--- config.mk ---
export PLATFORM = sky130hd
export DESIGN_NAME = can_rx_frame_cache_diag_latch
export DESIGN_NICKNAME = d
export VERILOG_FILES = /design/src/rtl/core/crfc_pkg.sv /design/src/rtl/core/crfc_id_match.sv /design/src/rtl/core/crfc_slot_mem.sv /design/src/rtl/core/can_rx_frame_cache_diag_latch.sv
export VERILOG_INCLUDE_DIRS = /design/src /design/src/rtl/core
export SDC_FILE = /design/constraint.sdc
export NUM_CORES = 1
export LEC_CHECK = 0
export ABC_AREA = 1
export BUFFER_PORTS_ARGS = -buffer_cell sky130_fd_sc_hd__buf_4
export CAP_MARGIN = 20
export CORE_AREA = 2 2 330 332
export CTS_BUF_LIST = sky130_fd_sc_hd__clkbuf_8
export CTS_CLUSTER_DIAMETER = 120
export DETAILED_ROUTE_END_ITERATION = 8
export DIE_AREA = 0 0 332 334
export PLACE_DENSITY = 0.54
export SYNTH_ARGS = -nofsm -noshare
export SYNTH_HDL_FRONTEND = slang
export SYNTH_SLANG_ARGS = --single-unit
--- constraint.sdc ---
create_clock -name aclk -period 11.45 [get_ports aclk]
set_input_delay 0.5725 -clock aclk [delete_from_list [all_inputs] [get_ports aclk]]
set_output_delay 0.5725 -clock aclk [all_outputs]
set_load 0.01 [all_outputs]
--- src/rtl/core/can_rx_frame_cache_diag_latch_assert.svh ---
// Assertion macros for the CAN receive frame cache.
// Included by the top level; needs nothing else.
`ifndef CAN_RX_FRAME_CACHE_DIAG_LATCH_ASSERT_SVH
`define CAN_RX_FRAME_CACHE_DIAG_LATCH_ASSERT_SVH

// Consequent must hold in the same cycle as the antecedent.
`define CRFC_ASSERT_SAME(label, clk, rstn, ante, cons) \
    label: assert property (@(posedge clk) disable iff (!(rstn)) (ante) |-> (cons)) \
        else $error("crfc: same-cycle check failed");

// Consequent must hold in the cycle after the antecedent.
`define CRFC_ASSERT_NEXT(label, clk, rstn, ante, cons) \
    label: assert property (@(posedge clk) disable iff (!(rstn)) (ante) |=> (cons)) \
        else $error("crfc: next-cycle check failed");

`endif

--- src/rtl/core/crfc_pkg.sv ---
// Shared types and constants for the CAN receive frame cache.
// Used by every module of the block; depends on nothing.
package crfc_pkg;

    // Field widths.
    localparam int unsigned IdW      = 11;
    localparam int unsigned LenW     = 4;
    localparam int unsigned DataW    = 64;
    localparam int unsigned TimeW    = 32;
    localparam int unsigned PidW     = 8;
    localparam int unsigned ValW     = 16;
    localparam int unsigned NumSlots = 5;
    localparam int unsigned SlotIdxW = 3;
    localparam int unsigned CfgIdxW  = 3;

    // Stream widths; the tdata widths are padded to whole bytes.
    localparam int unsigned STdataW = 152;
    localparam int unsigned MTdataW = 152;
    localparam int unsigned STuserW = 3;

    // Reset values of the identifier registers.
    localparam logic [IdW-1:0] RstRpmId     = 11'h100;
    localparam logic [IdW-1:0] RstSpeedId   = 11'h110;
    localparam logic [IdW-1:0] RstCoolantId = 11'h120;
    localparam logic [IdW-1:0] RstGearId    = 11'h121;
    localparam logic [IdW-1:0] RstFuelId    = 11'h32F;
    localparam logic [IdW-1:0] RstDiagId    = 11'h746;

    // Diagnostic reply bytes.
    localparam logic [7:0] SessMinByte0 = 8'h02;
    localparam logic [7:0] SessByte1    = 8'h50;
    localparam logic [7:0] SessByte2    = 8'h80;
    localparam logic [7:0] ReadByte1    = 8'h61;
    localparam logic [LenW-1:0] SessMinLen = 4'd3;
    localparam logic [LenW-1:0] ReadMinLen = 4'd5;
    localparam logic [LenW-1:0] MaxLen     = 4'd8;

    // Item kinds carried in tuser.
    typedef enum logic [2:0] {
        MODE_FRAME     = 3'd0,
        MODE_SESS_REQ  = 3'd1,
        MODE_READ_REQ  = 3'd2,
        MODE_TAKE_SESS = 3'd3,
        MODE_TAKE_READ = 3'd4,
        MODE_GET_SLOT  = 3'd5
    } mode_t;

    // Configuration register indexes.
    typedef enum logic [CfgIdxW-1:0] {
        REG_RPM_ID     = 3'd0,
        REG_SPEED_ID   = 3'd1,
        REG_COOLANT_ID = 3'd2,
        REG_GEAR_ID    = 3'd3,
        REG_FUEL_ID    = 3'd4,
        REG_DIAG_ID    = 3'd5
    } cfg_reg_t;

    typedef enum logic {
        ST_IDLE = 1'b0,
        ST_RESP = 1'b1
    } state_t;

    // Result of an identifier lookup against the slot table.
    typedef struct packed {
        logic                hit;
        logic [SlotIdxW-1:0] idx;
    } match_t;

    // One cache entry as held in the slot memory.
    typedef struct packed {
        logic [LenW-1:0]  len;
        logic [DataW-1:0] payload;
        logic [TimeW-1:0] stamp;
    } slot_entry_t;

endpackage

--- src/rtl/core/crfc_id_match.sv ---
// Priority identifier matcher against the five slot identifiers.
// Depends on crfc_pkg.
module crfc_id_match (
    input  logic [crfc_pkg::NumSlots-1:0][crfc_pkg::IdW-1:0] id_list,
    input  logic [crfc_pkg::IdW-1:0]                          key,
    output crfc_pkg::match_t                                  match
);

    // Parallel compares; the lowest-numbered matching slot wins.
    always_comb begin
        match.hit = 1'b0;
        match.idx = '0;
        for (int k = crfc_pkg::NumSlots - 1; k >= 0; k--) begin
            if (id_list[k] == key) begin
                match.hit = 1'b1;
                match.idx = crfc_pkg::SlotIdxW'(k);
            end
        end
    end

endmodule

--- src/rtl/core/crfc_slot_mem.sv ---
// Slot cache memory: one write port, one registered read port, per-entry valid bits.
// Depends on crfc_pkg.
module crfc_slot_mem (
    input  logic                           aclk,
    input  logic                           aresetn,
    input  logic                           wr_en,
    input  logic [crfc_pkg::SlotIdxW-1:0]  wr_idx,
    input  crfc_pkg::slot_entry_t          wr_data,
    input  logic                           rd_en,
    input  logic [crfc_pkg::SlotIdxW-1:0]  rd_idx,
    output logic                           rd_valid,
    output crfc_pkg::slot_entry_t          rd_data
);

    crfc_pkg::slot_entry_t slot_mem [crfc_pkg::NumSlots];

    logic [crfc_pkg::NumSlots-1:0] valid_reg, valid_next;
    logic                          rd_valid_reg;
    crfc_pkg::slot_entry_t         rd_data_reg;

    // An entry becomes valid on its first write and stays so until reset.
    always_comb begin
        valid_next = valid_reg;
        if (wr_en) begin
            valid_next[wr_idx] = 1'b1;
        end
    end

    always_ff @(posedge aclk) begin
        if (!aresetn) begin
            valid_reg <= '0;
        end else begin
            valid_reg <= valid_next;
        end
    end

    // Memory write and registered read.
    always_ff @(posedge aclk) begin
        if (wr_en) begin
            slot_mem[wr_idx] <= wr_data;
        end
        if (rd_en) begin
            rd_data_reg  <= slot_mem[rd_idx];
        end
    end

    always_ff @(posedge aclk) begin
        if (!aresetn) begin
            rd_valid_reg <= 1'b0;
        end else if (rd_en) begin
            rd_valid_reg <= valid_reg[rd_idx];
        end
    end

    // An entry never written reads as all zero.
    assign rd_valid = rd_valid_reg;
    assign rd_data  = rd_valid_reg ? rd_data_reg : '0;

endmodule

--- src/rtl/core/can_rx_frame_cache_diag_latch.sv ---
// Top level of the CAN receive frame cache with diagnostic reply latch.
// Depends on crfc_pkg, crfc_id_match, crfc_slot_mem and the assertion header.
//
// Usage: one item per s_ transaction, its kind in s_tuser. A received frame
// updates the receive time and either a cache slot or the diagnostic flags;
// request-sent items clear a flag. These give no result. Take-session,
// take-read and get-slot items each give one m_ transaction. For such an
// item the accept cycle compares identifiers and reads the slot memory; the
// block then stays in its response state, with s_tready low, until the
// output register is free, and loads it there. The output register lets a
// new item be accepted while a result still waits; if the receiver stalls
// and a second result is ready, the block holds it and keeps s_tready low
// until the output register frees. Configuration is a plain write port
// (cfg_wr_en, cfg_index, cfg_data), to be used only while the block is idle;
// the block itself does not enforce this. Indexes past the last register are
// ignored. Reset (aresetn low, synchronous) restores the default identifiers,
// clears all slots, flags and times and empties the output register.
`include "can_rx_frame_cache_diag_latch_assert.svh"

module can_rx_frame_cache_diag_latch (
    input  logic                            aclk,
    input  logic                            aresetn,
    // Input item stream.
    input  logic                            s_tvalid,
    output logic                            s_tready,
    // tdata from bit 0: raw_id(29) frame_len(4) frame_data(64) expected_pid(8)
    // lookup_id(11) now_ms(32), zero pad(4).
    input  logic [crfc_pkg::STdataW-1:0]    s_tdata,
    // tuser: mode(3).
    input  logic [crfc_pkg::STuserW-1:0]    s_tuser,
    // Result stream.
    output logic                            m_tvalid,
    input  logic                            m_tready,
    // tdata from bit 0: ok(1) pid_value(16) slot_data(64) slot_len(4)
    // slot_time(32) last_rx_ms(32), zero pad(3).
    output logic [crfc_pkg::MTdataW-1:0]    m_tdata,
    // Configuration write port.
    input  logic                            cfg_wr_en,
    input  logic [crfc_pkg::CfgIdxW-1:0]    cfg_index,
    input  logic [crfc_pkg::IdW-1:0]        cfg_data
);

    // Input field unpacking.
    logic [crfc_pkg::IdW-1:0]   in_id;
    logic [crfc_pkg::LenW-1:0]  in_len;
    logic [crfc_pkg::DataW-1:0] in_data;
    logic [crfc_pkg::PidW-1:0]  in_pid;
    logic [crfc_pkg::IdW-1:0]   in_lookup;
    logic [crfc_pkg::TimeW-1:0] in_now;

    assign in_id     = s_tdata[10:0];
    assign in_len    = s_tdata[32:29];
    assign in_data   = s_tdata[96:33];
    assign in_pid    = s_tdata[104:97];
    assign in_lookup = s_tdata[115:105];
    assign in_now    = s_tdata[147:116];

    // Configuration registers.
    logic [crfc_pkg::NumSlots-1:0][crfc_pkg::IdW-1:0] slot_id_reg, slot_id_next;
    logic [crfc_pkg::IdW-1:0]                          diag_id_reg, diag_id_next;

    always_comb begin
        slot_id_next = slot_id_reg;
        diag_id_next = diag_id_reg;
        if (cfg_wr_en) begin
            case (cfg_index)
                crfc_pkg::REG_RPM_ID:     slot_id_next[0] = cfg_data;
                crfc_pkg::REG_SPEED_ID:   slot_id_next[1] = cfg_data;
                crfc_pkg::REG_COOLANT_ID: slot_id_next[2] = cfg_data;
                crfc_pkg::REG_GEAR_ID:    slot_id_next[3] = cfg_data;
                crfc_pkg::REG_FUEL_ID:    slot_id_next[4] = cfg_data;
                crfc_pkg::REG_DIAG_ID:    diag_id_next    = cfg_data;
                default: ;
            endcase
        end
    end

    always_ff @(posedge aclk) begin
        if (!aresetn) begin
            slot_id_reg[0] <= crfc_pkg::RstRpmId;
            slot_id_reg[1] <= crfc_pkg::RstSpeedId;
            slot_id_reg[2] <= crfc_pkg::RstCoolantId;
            slot_id_reg[3] <= crfc_pkg::RstGearId;
            slot_id_reg[4] <= crfc_pkg::RstFuelId;
            diag_id_reg    <= crfc_pkg::RstDiagId;
        end else begin
            slot_id_reg <= slot_id_next;
            diag_id_reg <= diag_id_next;
        end
    end

    // Identifier lookups for received frames and for slot reads.
    crfc_pkg::match_t rx_match, lk_match;

    crfc_id_match u_rx_match (
        .id_list (slot_id_reg),
        .key     (in_id),
        .match   (rx_match)
    );

    crfc_id_match u_lk_match (
        .id_list (slot_id_reg),
        .key     (in_lookup),
        .match   (lk_match)
    );

    // Handshake and item decode.
    crfc_pkg::state_t state_reg, state_next;
    logic             accept;
    logic             is_frame, is_sess_req, is_read_req;
    logic             is_take_sess, is_take_read, is_get_slot;

    assign accept = s_tvalid && s_tready;

    always_comb begin
        is_frame     = 1'b0;
        is_sess_req  = 1'b0;
        is_read_req  = 1'b0;
        is_take_sess = 1'b0;
        is_take_read = 1'b0;
        is_get_slot  = 1'b0;
        case (s_tuser)
            crfc_pkg::MODE_FRAME:     is_frame     = 1'b1;
            crfc_pkg::MODE_SESS_REQ:  is_sess_req  = 1'b1;
            crfc_pkg::MODE_READ_REQ:  is_read_req  = 1'b1;
            crfc_pkg::MODE_TAKE_SESS: is_take_sess = 1'b1;
            crfc_pkg::MODE_TAKE_READ: is_take_read = 1'b1;
            crfc_pkg::MODE_GET_SLOT:  is_get_slot  = 1'b1;
            default: ;
        endcase
    end

    // Slot entry built from a received frame: length clamped, bytes past it zeroed.
    logic [crfc_pkg::LenW-1:0] clamp_len;
    crfc_pkg::slot_entry_t     new_entry;

    always_comb begin
        clamp_len = (in_len > crfc_pkg::MaxLen) ? crfc_pkg::MaxLen : in_len;
        new_entry.len   = clamp_len;
        new_entry.stamp = in_now;
        for (int b = 0; b < 8; b++) begin
            new_entry.payload[8*b +: 8] =
                (crfc_pkg::LenW'(b) < clamp_len) ? in_data[8*b +: 8] : 8'h00;
        end
    end

    // Slot memory: written by cached frames, read by slot lookups.
    logic                  slot_wr_en;
    logic                  slot_rd_valid;
    crfc_pkg::slot_entry_t slot_rd_data;

    assign slot_wr_en = accept && is_frame && rx_match.hit;

    crfc_slot_mem u_slot_mem (
        .aclk     (aclk),
        .aresetn  (aresetn),
        .wr_en    (slot_wr_en),
        .wr_idx   (rx_match.idx),
        .wr_data  (new_entry),
        .rd_en    (accept && is_get_slot),
        .rd_idx   (lk_match.idx),
        .rd_valid (slot_rd_valid),
        .rd_data  (slot_rd_data)
    );

    // Diagnostic reply decode, on the unclamped length.
    logic diag_hit, sess_reply, read_reply;

    assign diag_hit   = is_frame && !rx_match.hit && (in_id == diag_id_reg);
    assign sess_reply = (in_len >= crfc_pkg::SessMinLen)
                     && (in_data[7:0] >= crfc_pkg::SessMinByte0)
                     && (in_data[15:8] == crfc_pkg::SessByte1)
                     && (in_data[23:16] == crfc_pkg::SessByte2);
    assign read_reply = (in_len >= crfc_pkg::ReadMinLen)
                     && (in_data[15:8] == crfc_pkg::ReadByte1);

    // Latched diagnostic state and receive time.
    logic                       sess_flag_reg, sess_flag_next;
    logic                       read_flag_reg, read_flag_next;
    logic [crfc_pkg::PidW-1:0]  read_pid_reg, read_pid_next;
    logic [crfc_pkg::ValW-1:0]  read_val_reg, read_val_next;
    logic [crfc_pkg::TimeW-1:0] last_rx_reg, last_rx_next;
    logic                       take_read_ok;

    assign take_read_ok = read_flag_reg && (read_pid_reg == in_pid);

    always_comb begin
        sess_flag_next = sess_flag_reg;
        read_flag_next = read_flag_reg;
        read_pid_next  = read_pid_reg;
        read_val_next  = read_val_reg;
        last_rx_next   = last_rx_reg;
        if (accept) begin
            if (is_frame) begin
                last_rx_next = in_now;
                if (diag_hit) begin
                    if (sess_reply) begin
                        sess_flag_next = 1'b1;
                    end else if (read_reply) begin
                        read_flag_next = 1'b1;
                        read_pid_next  = in_data[23:16];
                        read_val_next  = {in_data[31:24], in_data[39:32]};
                    end
                end
            end
            if (is_sess_req || is_take_sess) begin
                sess_flag_next = 1'b0;
            end
            if (is_read_req || (is_take_read && take_read_ok)) begin
                read_flag_next = 1'b0;
            end
        end
    end

    always_ff @(posedge aclk) begin
        if (!aresetn) begin
            sess_flag_reg <= 1'b0;
            read_flag_reg <= 1'b0;
            read_pid_reg  <= '0;
            read_val_reg  <= '0;
            last_rx_reg   <= '0;
        end else begin
            sess_flag_reg <= sess_flag_next;
            read_flag_reg <= read_flag_next;
            read_pid_reg  <= read_pid_next;
            read_val_reg  <= read_val_next;
            last_rx_reg   <= last_rx_next;
        end
    end

    // Result parts known at accept time, held until the output register loads.
    logic                      pend_ok_reg, pend_ok_next;
    logic [crfc_pkg::ValW-1:0] pend_val_reg, pend_val_next;
    logic                      pend_slot_reg, pend_slot_next;
    logic                      pend_hit_reg, pend_hit_next;

    always_comb begin
        pend_ok_next   = pend_ok_reg;
        pend_val_next  = pend_val_reg;
        pend_slot_next = pend_slot_reg;
        pend_hit_next  = pend_hit_reg;
        if (accept) begin
            pend_ok_next   = (is_take_sess && sess_flag_reg)
                          || (is_take_read && take_read_ok);
            pend_val_next  = (is_take_read && take_read_ok) ? read_val_reg : '0;
            pend_slot_next = is_get_slot;
            pend_hit_next  = lk_match.hit;
        end
    end

    always_ff @(posedge aclk) begin
        pend_ok_reg   <= pend_ok_next;
        pend_val_reg  <= pend_val_next;
        pend_slot_reg <= pend_slot_next;
        pend_hit_reg  <= pend_hit_next;
    end

    // Output register.
    logic                         out_free, out_load;
    logic                         m_valid_reg, m_valid_next;
    logic [crfc_pkg::MTdataW-1:0] m_data_reg, m_data_next;
    logic                         res_ok;
    crfc_pkg::slot_entry_t        res_entry;

    assign out_free = !m_valid_reg || m_tready;

    // Next state.
    always_comb begin
        state_next = state_reg;
        case (state_reg)
            crfc_pkg::ST_IDLE: begin
                if (accept && (is_take_sess || is_take_read || is_get_slot)) begin
                    state_next = crfc_pkg::ST_RESP;
                end
            end
            crfc_pkg::ST_RESP: begin
                if (out_free) begin
                    state_next = crfc_pkg::ST_IDLE;
                end
            end
            default: state_next = crfc_pkg::ST_IDLE;
        endcase
    end

    // State outputs.
    always_comb begin
        s_tready = 1'b0;
        out_load = 1'b0;
        case (state_reg)
            crfc_pkg::ST_IDLE: s_tready = 1'b1;
            crfc_pkg::ST_RESP: out_load = out_free;
            default: ;
        endcase
    end

    always_ff @(posedge aclk) begin
        if (!aresetn) begin
            state_reg <= crfc_pkg::ST_IDLE;
        end else begin
            state_reg <= state_next;
        end
    end

    // Result assembly from the pending parts and the slot read.
    always_comb begin
        res_ok    = pend_ok_reg;
        res_entry = '0;
        if (pend_slot_reg) begin
            res_ok = pend_hit_reg && slot_rd_valid;
            if (pend_hit_reg) begin
                res_entry = slot_rd_data;
            end
        end
        m_data_next  = m_data_reg;
        m_valid_next = m_valid_reg && !m_tready;
        if (out_load) begin
            m_valid_next = 1'b1;
            m_data_next  = {3'b000, last_rx_reg, res_entry.stamp, res_entry.len,
                            res_entry.payload, pend_val_reg, res_ok};
        end
    end

    always_ff @(posedge aclk) begin
        if (!aresetn) begin
            m_valid_reg <= 1'b0;
        end else begin
            m_valid_reg <= m_valid_next;
        end
    end

    always_ff @(posedge aclk) begin
        m_data_reg <= m_data_next;
    end

    assign m_tvalid = m_valid_reg;
    assign m_tdata  = m_data_reg;

    // Checks on the block's own control.
    `CRFC_ASSERT_NEXT(a_resp_after_take, aclk, aresetn,
        accept && (is_take_sess || is_take_read || is_get_slot),
        state_reg == crfc_pkg::ST_RESP)
    `CRFC_ASSERT_NEXT(a_load_gives_valid, aclk, aresetn, out_load, m_tvalid)
    `CRFC_ASSERT_NEXT(a_take_sess_clears, aclk, aresetn,
        accept && is_take_sess, !sess_flag_reg)
    `CRFC_ASSERT_NEXT(a_read_req_clears, aclk, aresetn,
        accept && is_read_req, !read_flag_reg)

endmodule

Word-level counts from Yosys, hierarchy flattened

Memory sizes are Yosys's and may differ from the RTL's. A register that Yosys moved wholly into a read port is not among the register bits.
Cells that the tools add are included.

Output and inout bits: 154
Memory bits (writable): 500
Input bits: 174
Word-level logic and storage cells: 159
Register bits after elaboration: 300
Memories kept: 1

Memory list:

| memory              | depth | bits a word | rd ports | clocked after memory_dff | wr ports | line                | source |
|---|---|---|---|---|---|---|---|
| u_slot_mem.slot_mem | 5     | 100         | 1        | 1                        | 1        | crfc_slot_mem.sv:15 | `crfc_pkg::slot_entry_t slot_mem [crfc_pkg::NumSlots];` |

Reduce and logical (&&, ||, !) cells: 46
Muxes and demuxes: 47
$lt $le $gt $ge: 15
Bitwise operators: 3
Eq/ne operators: 26

Operator list:

| kind                 | number |
|---|---|
| $eq A11 B11 Y1       | 11 |
| $mux W8              | 8 |
| $mux W4              | 7 |
| $mux W1              | 25 |
| $logic_and A1 B1 Y1  | 17 |
| $eq A8 B7 Y1 const B | 2 |
| $lt A3 B4 Y1 const A | 4 |
| $reduce_and A2 Y1    | 7 |
| $eq A3 B2 Y1 const B | 4 |
| $eq A3 B3 Y1 const B | 4 |
| $mux W3              | 4 |
| $reduce_bool A2 Y1   | 6 |
| $reduce_and A5 Y1    | 2 |
| $eq A8 B8 Y1         | 1 |
| $eq A8 B8 Y1 const B | 1 |
| $ge A8 B2 Y1 const B | 1 |
| $lt A1 B4 Y1 const A | 2 |
| $lt A2 B4 Y1 const A | 2 |
| $lt A3 B4 Y1 const B | 2 |
| $eq A3 B1 Y1 const B | 2 |
| $logic_not A3 Y1     | 2 |
| $logic_or A1 B1 Y1   | 6 |
| $or A5 B5 Y5         | 1 |
| $ge A4 B2 Y1 const B | 1 |
| other kinds (12)     | 15 |

Logic depth before layout (Yosys ltp)

Gate-level depths: netlist of the first run.

Word-level depth: 12
Depth in mapped cells: 18
Gate-level depth less buffers: 15

Cells and area by module

Synthesis of the first run repeated with hierarchy kept, for this count alone.

Cells, all modules: 3460
Area, all modules: 36969.2 sq um

Modules (own cells, without submodules):

| module                        | times used | sequential area each (sq um) | area each (sq um) | cells each |
|---|---|---|---|---|
| crfc_slot_mem                 | 1          | 18137.4                      | 23351.1           | 1848 |
| can_rx_frame_cache_diag_latch | 1          | 7567.3                       | 11748.8           | 1314 |
| crfc_id_match                 | 2          | 0.0                          | 934.6             | 149 |

Worst setup path before layout of the first run

OpenSTA, ideal clock, no wires.

Path kind: in2reg
Start: input s_tuser[2] (netlist name)
End: memory u_slot_mem.slot_mem[4][0] (netlist name) (enable)
Data arrival time: 10.874 ns
Setup slack: -0.228 ns
Buffers on the path: 0
Required time: 10.646 ns
Library setup time: 0.804 ns
Stages on the path: 5
Cell sequence: nor2_1 nand2_1 nor2_1 clkinv_1 nor4_1

Cells in the longest elaborated chain, start to end: 6

RTL lines:

| item                              | line                                 | source |
|---|---|---|
| start: declaration                | can_rx_frame_cache_diag_latch.sv:30  | `input logic [crfc_pkg::STuserW-1:0] s_tuser,` |
| $logic_not A3 Y1                  | can_rx_frame_cache_diag_latch.sv:122 | `case (s_tuser)` |
| $mux W1                           | can_rx_frame_cache_diag_latch.sv:122 |  |
| $logic_and A1 B1 Y1 (2 in series) | can_rx_frame_cache_diag_latch.sv:152 | `assign slot_wr_en = accept && is_frame && rx_match.hit;` |
| $mux W1                           | crfc_slot_mem.sv:39                  | `if (wr_en) begin` |
| $mux W1 (not written as such)     | crfc_slot_mem.sv:40                  | `slot_mem[wr_idx] <= wr_data;` |
| end: declaration                  | crfc_slot_mem.sv:15                  |  |

Every way passes these cells.

Final worst setup path of the first run

Start: register state_reg
End: memory u_slot_mem.slot_mem[0][75] (netlist name) (enable)

Cells in the longest elaborated chain, start to end: 6

RTL lines:

| item                              | line                                 | source |
|---|---|---|
| start: declaration                | can_rx_frame_cache_diag_latch.sv:108 | `crfc_pkg::state_t state_reg, state_next;` |
| start signal: assignment          | can_rx_frame_cache_diag_latch.sv:298 | `state_reg <= crfc_pkg::ST_IDLE;` |
| start signal: assignment          | can_rx_frame_cache_diag_latch.sv:300 | `state_reg <= state_next;` |
| $mux W1                           | can_rx_frame_cache_diag_latch.sv:289 | `case (state_reg)` |
| $logic_and A1 B1 Y1               | can_rx_frame_cache_diag_latch.sv:113 | `assign accept = s_tvalid && s_tready;` |
| $logic_and A1 B1 Y1 (2 in series) | can_rx_frame_cache_diag_latch.sv:152 |  |
| $mux W1                           | crfc_slot_mem.sv:39                  |  |
| $mux W1 (not written as such)     | crfc_slot_mem.sv:40                  |  |

Every way passes these cells.

==> results by group, run 1 <==
Hold path
  • HP Class: input pin to register

Timing
  • Slew Viols, Final: 0
  • WHS: 0.09940 ns
  • Final hold violation count: 0
  • Setup_tns: 0 ns
  • Relative slew slack: 25.89%
  • Final setup viols: 0
  • Post-route clock skew: 0.04757 ns
  • RSZ-0062 raised after global routing: false
  • Slew @ Worst Pin: 1.112 ns
  • Fmax: 220.0 MHz
  • Final cycle utilization of the critical path: 39.69%
  • Tmin final: 4.545 ns

Critical path
  • Worst R2R End: u_slot_mem.slot_mem[0][75]$_DFFE_PP_
  • FF-to-FF Start: state_reg$_SDFF_PN0_
  • WP depth: 8
  • CP max stage cell: nor2_4
  • CP endpoint kind: register
  • Worst reg-to-reg path cell count: 8
  • Crit-path max FO: 52
  • Crit-path max cell delay: 0.86 ns
  • Crit path cell chain: inv_1, nand2_1, nor2_4, clkinv_1, buf_4, nor2_4, buf_4, buf_4
  • Crit path DAT: 4.97 ns
  • Worst path bufs/invs: 5
  • CP Launch Type: register
  • Setup crit end: u_slot_mem.slot_mem[0][75]$_DFFE_PP_
  • CP Data Required Time: 11.87 ns
  • Top Family by Delay on Critical Path: buffers and inverters
  • Most frequent CP cell: buf_4
  • Setup crit start: state_reg$_SDFF_PN0_
  • Crit path kind: register to register
  • R2R Setup Slk: 6.91 ns

Die
  • Die Y: 334 µm
  • Full die area: 0.1109 mm²
  • # rows: 121
  • Initial Util: 34.61%
  • Core area: 0.1078 mm²
  • Io pins: 328
  • Die W: 332 µm

Power and ir drop
  • VDD IR max: 0.07937 mV
  • Leakage power: 0.01949 µW
  • Power, Total: 6756 µW
  • P per Cell Area: 151.1 mW/mm²

CTS
  • Bufs on Longest Clock Path: 3
  • TritonCTS Buffers: 160
  • CTS tree: built
  • Clock transition at the registers of the reported paths: 0.06 ns
  • Clock latency on the worst-skew pair: 0.83 ns
  • Clock Sinks: 900
  • Clock root buffer: clkbuf_8
  • Post-CTS resize count: 0
  • H-tree depth reported by CTS: 4
  • Post-CTS setup buffers: 0
  • CTS Hold Bufs: 68

Final layout
  • Final Net Count: 4,214
  • Final instance area: 0.04471 mm²
  • Area grow syn2layout: 19.85%
  • Share of post-route cells with drive strength above 1: 13.46%
  • Fin cells: 5,578
  • Largest register FFs: 500

Yosys
  • Syn. warnings: 0
  • Seq/Total Area, Yosys: 68.90%
  • Yosys cell types: 37
  • Top-count cell post-synth: nand2_1
  • Post-synth EDFFs: 768
  • Most used DFF post-synth: edfxtp_1
  • Cell taking the most area after synthesis: edfxtp_1
  • Synthesized flop and latch total: 900
  • Synth top cells by count: nand2_1 (907), edfxtp_1 (768), inv_1 (648)
  • Async set-reset flop share out of synthesis: 0%
  • Synth top area cells: edfxtp_1 (62%), nand2_1 (9.1%), dfxtp_1 (7.1%), inv_1 (6.5%), nand3_1 (4.6%)
  • Syn Inst Count: 3,636
  • Mapped cell area: 0.03731 mm²
  • Average cell area after synthesis: 10.26 µm²
  • Top-area cell type share of the netlist area: 61.81%

Global routing
  • Largest net degree at the start of global routing: 150
  • First-pass GRT wire length: 150,200 µm
  • GRT overflow: 0
  • Overall Global Routing Usage: 17.99%
  • Vias in the first global route: 24,267
  • Antenna violations before repair: 3

Placement
  • GP Congestion: 0.8060
  • Cell count after placement: 5,222
  • Port bufs: 302
  • DP Area: 0.04103 mm²
  • HPWL after DPL: 56,420 µm

Routing
  • Avg WL per Cell: 18.03 µm
  • Post-detailed-route count of antenna-violating nets: 0
  • Number of vias per cell: 4.463
  • Pre-antenna DRT Iters: 5
  • DRC viols: 0
  • DR vias: 24,893
  • WL final: 100,600 µm
  • Initial DRC count: 1,619

Status
  • Status: finished, final reports clean

Flow run
  • Max Cap Viol: 0
==> metal layers <==
layer	wire [µm]	up-vias	share of wire [%]	track usage, %
li1	-	12365	-	-
met5	13	-	0.013	0
met1	45940	11736	46	23.82
met4	2295	2	2.3	5.600
met3	5024	168	5.0	3.659
met2	47310	622	47	29.67
==> worst register-to-register path, cell delays in order, from the launching register on <==
cell and delay (ns):
dfxtp_1 0.31, inv_1 0.16, nand2_1 0.30, nor2_4 0.87
clkinv_1 0.32, buf_4 0.36, nor2_4 0.16, buf_4 0.74
buf_4 0.88
==> where the power goes <==
part	switching [µW]	total [µW]	internal (µW)
clock network	1360	2810	1450
logic	190	315	125
registers	22.5	3630	3610
==> worst min-delay path by stage <==
stage                                    from                           end  slack (ns)  cells after the start
6_report                          s_tdata[49]  read_pid_reg[0]$_SDFFE_PN0P_         0.1                      3
5_1_grt                           s_tdata[49]  read_pid_reg[0]$_SDFFE_PN0P_        0.06                      3
4_1_cts                           s_tdata[52]  read_pid_reg[3]$_SDFFE_PN0P_      0.0009                      3
3_3_place_gp    pend_val_reg[2]$_SDFFCE_PN0P_          m_tdata[3]$_DFFE_PP_        0.41                      0
2_1_floorplan   pend_val_reg[9]$_SDFFCE_PN0P_         m_tdata[10]$_DFFE_PP_        0.40                      0
3_5_place_dp   pend_val_reg[10]$_SDFFCE_PN0P_         m_tdata[11]$_DFFE_PP_        0.41                      0
==> per-stage QoR <==
step           setup WS (ns)  util [%]
3_3_place_gp           6.601     38.04
6_report               6.905     41.48
4_1_cts                6.787     41.44
5_1_grt                6.595     41.48
2_1_floorplan          2.172         -
3_5_place_dp           6.598     38.06
==> cell type report <==
type	count	area, µm²
Fill cell	10537	63080
Sequential cell	900	25700
Multi-Input combinational cell	1917	8533
Timing Repair Buffer	406	3276
Inverter	655	2461
Clock buffer	174	2395
Tap cell	1414	1769
Clock inverter	110	570.5
Antenna cell	2	5.005
==> cells in the final DEF (no fill, tap or decap), types with 4 or more instances in the layout <==
cell type      instances
inv_6                  4
xnor2_1               66
nor4_1                 5
nand3_1              340
a21oi_1               21
buf_4                334
nand4_1               15
edfxtp_1             768
inv_1                704
o21ai_0               84
inv_8                  5
clkinv_2               8
dlygate4sd3_1         68
clkbuf_8             174
xor2_1                35
nand2_1              905
nor2_4                 5
dfxtp_1              132
clkinv_1              33
nor3_1                14
nor2_1               397
==> kinds of logic (layout without fill, tap and decap cells) <==
group	count (synthesis)	count (layout)	share of synthesized area (%)
buffers and inverters	821	1345	8.582
xor gates and xnor gates	101	101	2.371
other	1	5	0.01005
DFF	900	900	68.90
and+or+nand+nor	1696	1696	18.49
AOI/OAI and AO/OA	117	117	1.647
Note: power is estimated with default switching activity, not from simulation.
==> run 2: changes to the inputs <==
clock period = 4 ns   (was 11.45 ns; I/O delays follow)
==> results by group, run 2 (synthesis gave the netlist of run 1 again) <==
Timing
  • RSZ-0062 raised after global routing: false
  • Tmin final: 3.182 ns (-1.363 ns)
  • Final cycle utilization of the critical path: 79.55% (+40 points)
  • Slew Viols, Final: 0 (unchanged)
  • Setup_tns: 0 ns (unchanged)
  • Final hold violation count: 0 (unchanged)
  • Fmax: 314.3 MHz (+43%)
  • Slew @ Worst Pin: 1.016 ns (-0.09610 ns)
  • Final setup viols: 0 (unchanged)
  • Relative slew slack: 32.30% (+6.4 points)
  • Setup slack after layout: 0.8179 ns (-6.087 ns)
  • WHS: 0.08862 ns (-0.01078 ns)
  • Post-route clock skew: 0.04558 ns (-0.001989 ns)

Critical path
  • Most frequent CP cell: dlygate4sd3_1
  • Crit path kind: register to register
  • FF-to-FF Start: state_reg$_SDFF_PN0_
  • Crit-path max FO: 35 (-33%)
  • CP Data Required Time: 4.76 ns (-7.11 ns)
  • CP Launch Type: register
  • CP endpoint kind: register
  • CP max stage cell: dlygate4sd3_1
  • Crit path cell chain: inv_1, nand2_2, nor2_4, clkinv_2, nor4_1, nand3_1, dlygate4sd3_1, a21oi_1, dlygate4sd3_1
  • Crit path DAT: 3.94 ns (-1.03 ns)
  • Crit-path max cell delay: 0.59 ns (-0.27 ns)
  • R2R Setup Slk: 0.82 ns (-6.09 ns)
  • Setup crit start: state_reg$_SDFF_PN0_

Placement
  • Worst slack after detailed placement: 1.056 ns (-5.542 ns)
  • Port bufs: 302 (unchanged)
  • GP Congestion: 0.7867 (-2.4%)
  • HPWL after DPL: 55,460 µm (-1.7%)
  • DP Area: 0.04129 mm² (+0.64%)

Power and ir drop
  • Power, Total: 19,270 µW (+190%)
  • Leakage power: 0.01981 µW (+1.7%)
  • VDD IR max: 0.2654 mV (+230%)
  • P per Cell Area: 422.2 mW/mm² (+180%)

Final layout
  • Share of post-route cells with drive strength above 1: 13.58% (+0.13 points)
  • Largest register FFs: 500 (unchanged)
  • Commonest non-fill, non-tap cell in the layout: nand2_1
  • Final instance area: 0.04564 mm² (+2.1%)
  • Final Net Count: 4,284 (+1.7%)
  • Area grow syn2layout: 22.31%
  • Commonest cells after routing, fill and taps aside: nand2_1 (902), edfxtp_1 (768), inv_1 (703)

Die
  • Die W: 332 µm (unchanged)
  • # rows: 121 (unchanged)
  • Initial Util: 34.61% (unchanged)
  • Io pins: 328 (unchanged)
  • Full die area: 0.1109 mm² (unchanged)
  • Die Y: 334 µm (unchanged)
  • Core area: 0.1078 mm² (unchanged)

Global routing
  • Antenna violations before repair: 2 (-1)
  • Vias in the first global route: 24,249 (-0.074%)
  • Largest net degree at the start of global routing: 129 (-14%)
  • Overall Global Routing Usage: 17.88% (-0.11 points)
  • First-pass GRT wire length: 149,600 µm (-0.39%)
  • GRT overflow: 0 (unchanged)

CTS
  • Clock root buffer: clkbuf_8
  • Bufs on Longest Clock Path: 3 (unchanged)
  • H-tree depth reported by CTS: 4 (unchanged)
  • Clock transition at the registers of the reported paths: 0.06 ns (about the same)
  • CTS Hold Bufs: 143 (+110%)
  • Post-CTS resize count: 0 (unchanged)
  • TritonCTS Buffers: 154 (-3.8%)
  • Post-CTS setup buffers: 0 (unchanged)
  • Clock Sinks: 900 (unchanged)
  • CTS tree: built
  • Clock latency on the worst-skew pair: 0.83 ns (about the same)

Routing
  • Initial DRC count: 1,752 (+8.2%)
  • Post-detailed-route count of antenna-violating nets: 0 (unchanged)
  • WL final: 100,100 µm (-0.46%)
  • Number of vias per cell: 4.440 (-0.52%)
  • Avg WL per Cell: 17.72 µm (-1.7%)
  • DRC viols: 0 (unchanged)
  • Pre-antenna DRT Iters: 6 (+1)
  • DR vias: 25,080 (+0.75%)

Hold path
  • HP Class: input pin to register
  • Worst min-delay path startpoint: s_tdata[108]

Status
  • Status: finished, final reports clean

Flow run
  • Max Cap Viol: 0 (unchanged)
run 2: cell types whose count changed in the layout (fill, tap and decap cells not counted), sizes merged, moves of 3 or more:
cell	change
inv	-3
clkbuf	-11
bufinv	+3
clkinvlp	+4
clkinv	+3
dlygate4sd3	+75
run 2: metrics by stage:
step	utilization, %	cells
6_report	42.34	5649
4_1_cts	42.33	5648
3_3_place_gp	38.31	5225
2_1_floorplan	-	3638
3_5_place_dp	38.31	5225
5_1_grt	42.34	5649
run 2: area by class of cell:
class,count,area [µm²]
antenna,1,2.502
clock buffer,163,2243
clock inverter,117,665.6
fill,10337,62160
inverter,655,2465
multi-input combinational,1917,8558
sequential,900,25720
tap,1414,1769
timing repair buffer,482,4214
run 2: final timing paths:
check                                                        end  cells after the start
worst max-delay path                  sess_flag_reg$_SDFFE_PN0P_                      9
worst min-delay path            u_slot_mem.rd_valid$_SDFFE_PN0P_                      7
worst max register to register        sess_flag_reg$_SDFFE_PN0P_                      9
worst min register to register             m_tdata[12]$_DFFE_PP_                      0
run 2: critical path: cells and delay by family (launching register included):
family                 cells  cell delay (ns)
AOI/OAI and AO/OA          1             0.12
buffers and inverters      4             1.81
DFF                        1             0.31
and+or+nand+nor            4             0.87
run 2: per-layer routing:
layer,part of all wire [%],up-vias,GRT usage (%)
li1,-,12491,-
met1,46,11864,24.05
met2,47,579,29.32
met3,4.4,144,3.102
met4,2.3,2,5.861
met5,0.011,-,0
run 2: where the power goes:
group	leakage (µW)	internal, µW	total, µW	switching [µW]
Clock	0.00168	4110	7910	3800
Combinational	0.0102	401	959	558
Sequential	0.00795	10300	10400	66.8
Total	0.0198	14800	19300	4430
==> run 3: changes to the inputs <==
ABC_AREA = 0   (was 1)
CORE_AREA = 2 2 317 319   (was 2 2 330 332)
DIE_AREA = 0 0 319 321   (was 0 0 332 334)
PLACE_DENSITY = 0.53   (was 0.54)
clock period = 3.25 ns   (was 4 ns; I/O delays follow)
==> results by group, run 3 <==
Status
  • Status: finished, final reports clean

Timing
  • Final hold violation count: 0 (unchanged)
  • Slew @ Worst Pin: 1.216 ns (+0.2005 ns)
  • WHS: 0.1009 ns (+0.01225 ns)
  • Post-route clock skew: 0.03553 ns (-0.01005 ns)
  • Relative slew slack: 18.63% (-14 points)
  • Fmax: 334.2 MHz (+6.3%)
  • Tmin final: 2.992 ns (-0.1896 ns)
  • RSZ-0062 raised after global routing: false
  • Final setup viols: 0 (unchanged)
  • Final cycle utilization of the critical path: 92.08% (+13 points)
  • Setup_tns: 0 ns (unchanged)
  • Slew Viols, Final: 0 (unchanged)

Power and ir drop
  • Int Pwr: 17,870 µW (+20%)
  • VDD IR max: 0.3497 mV (+32%)
  • Sw Share: 22.08% (-0.90 points)
  • Flop pwr share: 55.1% (+1.2 points)
  • Psw: 5062 µW (+14%)
  • P per Cell Area: 539.2 mW/mm² (+28%)
  • Leakage power: 0.01572 µW (-21%)
  • Combinational group share of total power: 4.0% (-1.0 points)
  • Clock share of power: 40.9% (-0.2 points)

Global routing
  • Overall Global Routing Usage: 18.47% (+0.60 points)
  • Largest net degree at the start of global routing: 101 (-22%)
  • GRT overflow: 0 (unchanged)
  • First-pass GRT wire length: 139,100 µm (-7.1%)
  • Vias in the first global route: 21,909 (-9.6%)
  • Antenna violations before repair: 8 (+6)

Critical path
  • R2R Setup Slk: 0.26 ns (-0.56 ns)
  • CP endpoint kind: register
  • Worst R2R End: read_val_reg[10]$_SDFFE_PN0P_
  • FF-to-FF Start: slot_id_reg[8]$_SDFFE_PN1P_
  • Crit-path max FO: 16 (-54%)
  • CP Launch Type: register
  • CP Data Required Time: 3.92 ns (-0.84 ns)
  • Crit path DAT: 3.66 ns (-0.28 ns)
  • Crit path kind: register to register
  • Worst reg-to-reg path cell count: 9 (unchanged)

CTS
  • Post-CTS resize count: 0 (unchanged)
  • Clock latency on the worst-skew pair: 0.81 ns (-0.02 ns)
  • Bufs on Longest Clock Path: 3 (unchanged)
  • CTS tree: built
  • H-tree depth reported by CTS: 4 (unchanged)
  • TritonCTS Buffers: 153 (-0.65%)
  • Clock Sinks: 900 (unchanged)
  • Post-CTS setup buffers: 0 (unchanged)
  • CTS Hold Bufs: 138 (-3.5%)
  • Clock transition at the registers of the reported paths: 0.06 ns (about the same)
  • Clock root buffer: clkbuf_8

Yosys
  • Mapped cell area: 0.03437 mm² (-7.9%)
  • Compound-gate portion of the synthesized area: 6.608% (+5.0 points)
  • Main combinational cell family by area after synthesis: simple AND/OR/NAND/NOR gates
  • Multiplexer share of the synthesized area: 3.612% (+3.6 points)
  • Post-synth EDFFs: 768 (unchanged)
  • Cell taking the most area after synthesis: edfxtp_1
  • Synth top cells by count: edfxtp_1 (768), nand2_1 (207), and2_1 (136)
  • Top-area cell type share of the netlist area: 67.11% (+5.3 points)
  • Post-Synth XOR/XNOR Area: 3.309% (+0.94 points)
  • Seq/Total Area, Yosys: 74.80% (+5.9 points)
  • Most used DFF post-synth: edfxtp_1
  • Syn. warnings: 0 (unchanged)
  • Average cell area after synthesis: 15.34 µm² (+49%)
  • Simple-gate share of the synthesized area: 9.295% (-9.2 points)
  • Synth top area cells: edfxtp_1 (67%), dfxtp_1 (7.7%), mux2i_1 (3.6%), a221oi_1 (2.5%), and2_1 (2.5%)
  • Top-count cell post-synth: edfxtp_1
  • Syn Inst Count: 2,241 (-38%)
  • Async set-reset flop share out of synthesis: 0% (unchanged)
  • Post-Synth Adder-Cell Area: 0% (unchanged)
  • Yosys cell types: 50 (+35%)
  • Synthesized flop and latch total: 900 (unchanged)

Die
  • Core area: 0.09928 mm² (-7.9%)
  • Io pins: 328 (unchanged)
  • # rows: 116 (-4.1%)
  • Die W: 319 µm (-3.9%)
  • Full die area: 0.1024 mm² (-7.7%)
  • Die Y: 321 µm (-3.9%)
  • Initial Util: 34.62% (about the same)

Hold path
  • Hold Crit Depth: 3 (-4)
  • HP Class: input pin to register
  • Worst Hold Endpoint: pend_slot_reg$_DFFE_PP_
  • Worst min-delay path startpoint: s_tvalid

Final layout
  • Largest register FFs: 500 (unchanged)
  • Commonest cells after routing, fill and taps aside: edfxtp_1 (768), buf_4 (330), nand2_1 (207)
  • Fin cells: 4,172 (-26%)
  • Share of post-route cells with drive strength above 1: 20.21% (+6.6 points)
  • Final Net Count: 2,924 (-32%)
  • Area grow syn2layout: 23.72%
  • Commonest non-fill, non-tap cell in the layout: edfxtp_1
  • Final instance area: 0.04252 mm² (-6.8%)

Routing
  • Avg WL per Cell: 22.94 µm (+29%)
  • Pre-antenna DRT Iters: 5 (-1)
  • WL final: 95,710 µm (-4.4%)
  • DRC viols: 0 (unchanged)
  • Initial DRC count: 1,414 (-19%)
  • Post-detailed-route count of antenna-violating nets: 0 (unchanged)
  • DR vias: 20,701 (-17%)
  • Number of vias per cell: 4.962 (+12%)

Placement
  • Port bufs: 302 (unchanged)
  • HPWL after DPL: 54,410 µm (-1.9%)
  • Cell count after placement: 3,755 (-28%)
  • GP Congestion: 0.8502 (+8.1%)
  • DP Area: 0.03831 mm² (-7.2%)

Flow run
  • Max Cap Viol: 0 (unchanged)
## run 3: cell count changes in the layout (fill, tap and decap cells not counted), sizes merged, moves of 76 or more
cell,delta
a221oi,+99
and2,+136
nor2b,+80
o22ai,+99
mux2i,+124
o21ai,-81
a21boi,+76
nor2,-291
inv,-658
nand2,-700
nand3,-305
## run 3: cells by family after synthesis
| logic type | after synthesis |
|---|---|
| mux | 124 |
| buf+inv | 145 |
| simple gates | 639 |
| xor+xnor | 129 |
| compound gates | 303 |
| other cells | 1 |
| flops | 900 |
## run 3: layer usage
layer / up-vias / wire length [µm] / GRT usage [%]
li1: 9412 / - / -
met5: - / 60 / 0
met2: 674 / 46930 / 31.25
met3: 177 / 5967 / 4.023
met1: 10428 / 40130 / 23.27
met4: 10 / 2619 / 6.855
## run 3: worst max-delay path by stage
stage                                                      end  cells past startpoint                          from  slack [ns]
after floorplan            u_slot_mem.slot_mem[3][0]$_DFFE_PP_                      6          state_reg$_SDFF_PN0_       -0.84
after global placement    u_slot_mem.rd_data_reg[42]$_DFFE_PP_                      8  slot_id_reg[43]$_SDFFE_PN0P_        0.50
after detailed placement  u_slot_mem.rd_data_reg[42]$_DFFE_PP_                      8  slot_id_reg[43]$_SDFFE_PN0P_        0.46
after CTS                        read_val_reg[10]$_SDFFE_PN0P_                      9  slot_id_reg[19]$_SDFFE_PN1P_        0.29
after global routing             read_val_reg[10]$_SDFFE_PN0P_                      9  slot_id_reg[14]$_SDFFE_PN0P_        0.07
final                            read_val_reg[10]$_SDFFE_PN0P_                      9   slot_id_reg[8]$_SDFFE_PN1P_        0.26
## run 3: power by group through the flow
| stage | clock (µW) | sequential [µW] | combinational (µW) |
|---|---|---|---|
| floorplan | 0 | 12900 | 355 |
| global placement | 0 | 12900 | 779 |
| detailed placement | 0 | 12900 | 796 |
| CTS | 9670 | 12600 | 927 |
| global route | 10200 | 12600 | 988 |
| finish | 9370 | 12600 | 921 |
## run 3: cell type report
class / instances / area (µm²)
antenna: 4 / 10.01
clock buffer: 167 / 2298
clock inverter: 108 / 515.5
fill: 9036 / 56760
inverter: 4 / 15.01
multi-input combinational: 1198 / 7983
sequential: 900 / 25710
tap: 1298 / 1624
timing repair buffer: 493 / 4367
## run 3: per-stage QoR
stage | setup WS, ns | utilization (%) | total power, µW
2_1_floorplan | -0.8419 | - | 13230
3_3_place_gp | 0.5005 | 38.57 | 13650
3_5_place_dp | 0.4645 | 38.59 | 13670
4_1_cts | 0.2904 | 42.82 | 23230
5_1_grt | 0.06774 | 42.83 | 23780
6_report | 0.2575 | 42.83 | 22930
## run 3: critical path: stages, from the launching register on
cell and delay (ns):
dfxtp_1 0.34, xor2_1 0.17, nor4_1 0.42, nand3_1 0.46
nand4_1 0.37, nor4_4 0.06, buf_4 0.24, mux2i_1 0.20
nor2b_1 0.06, dlygate4sd3_1 0.54
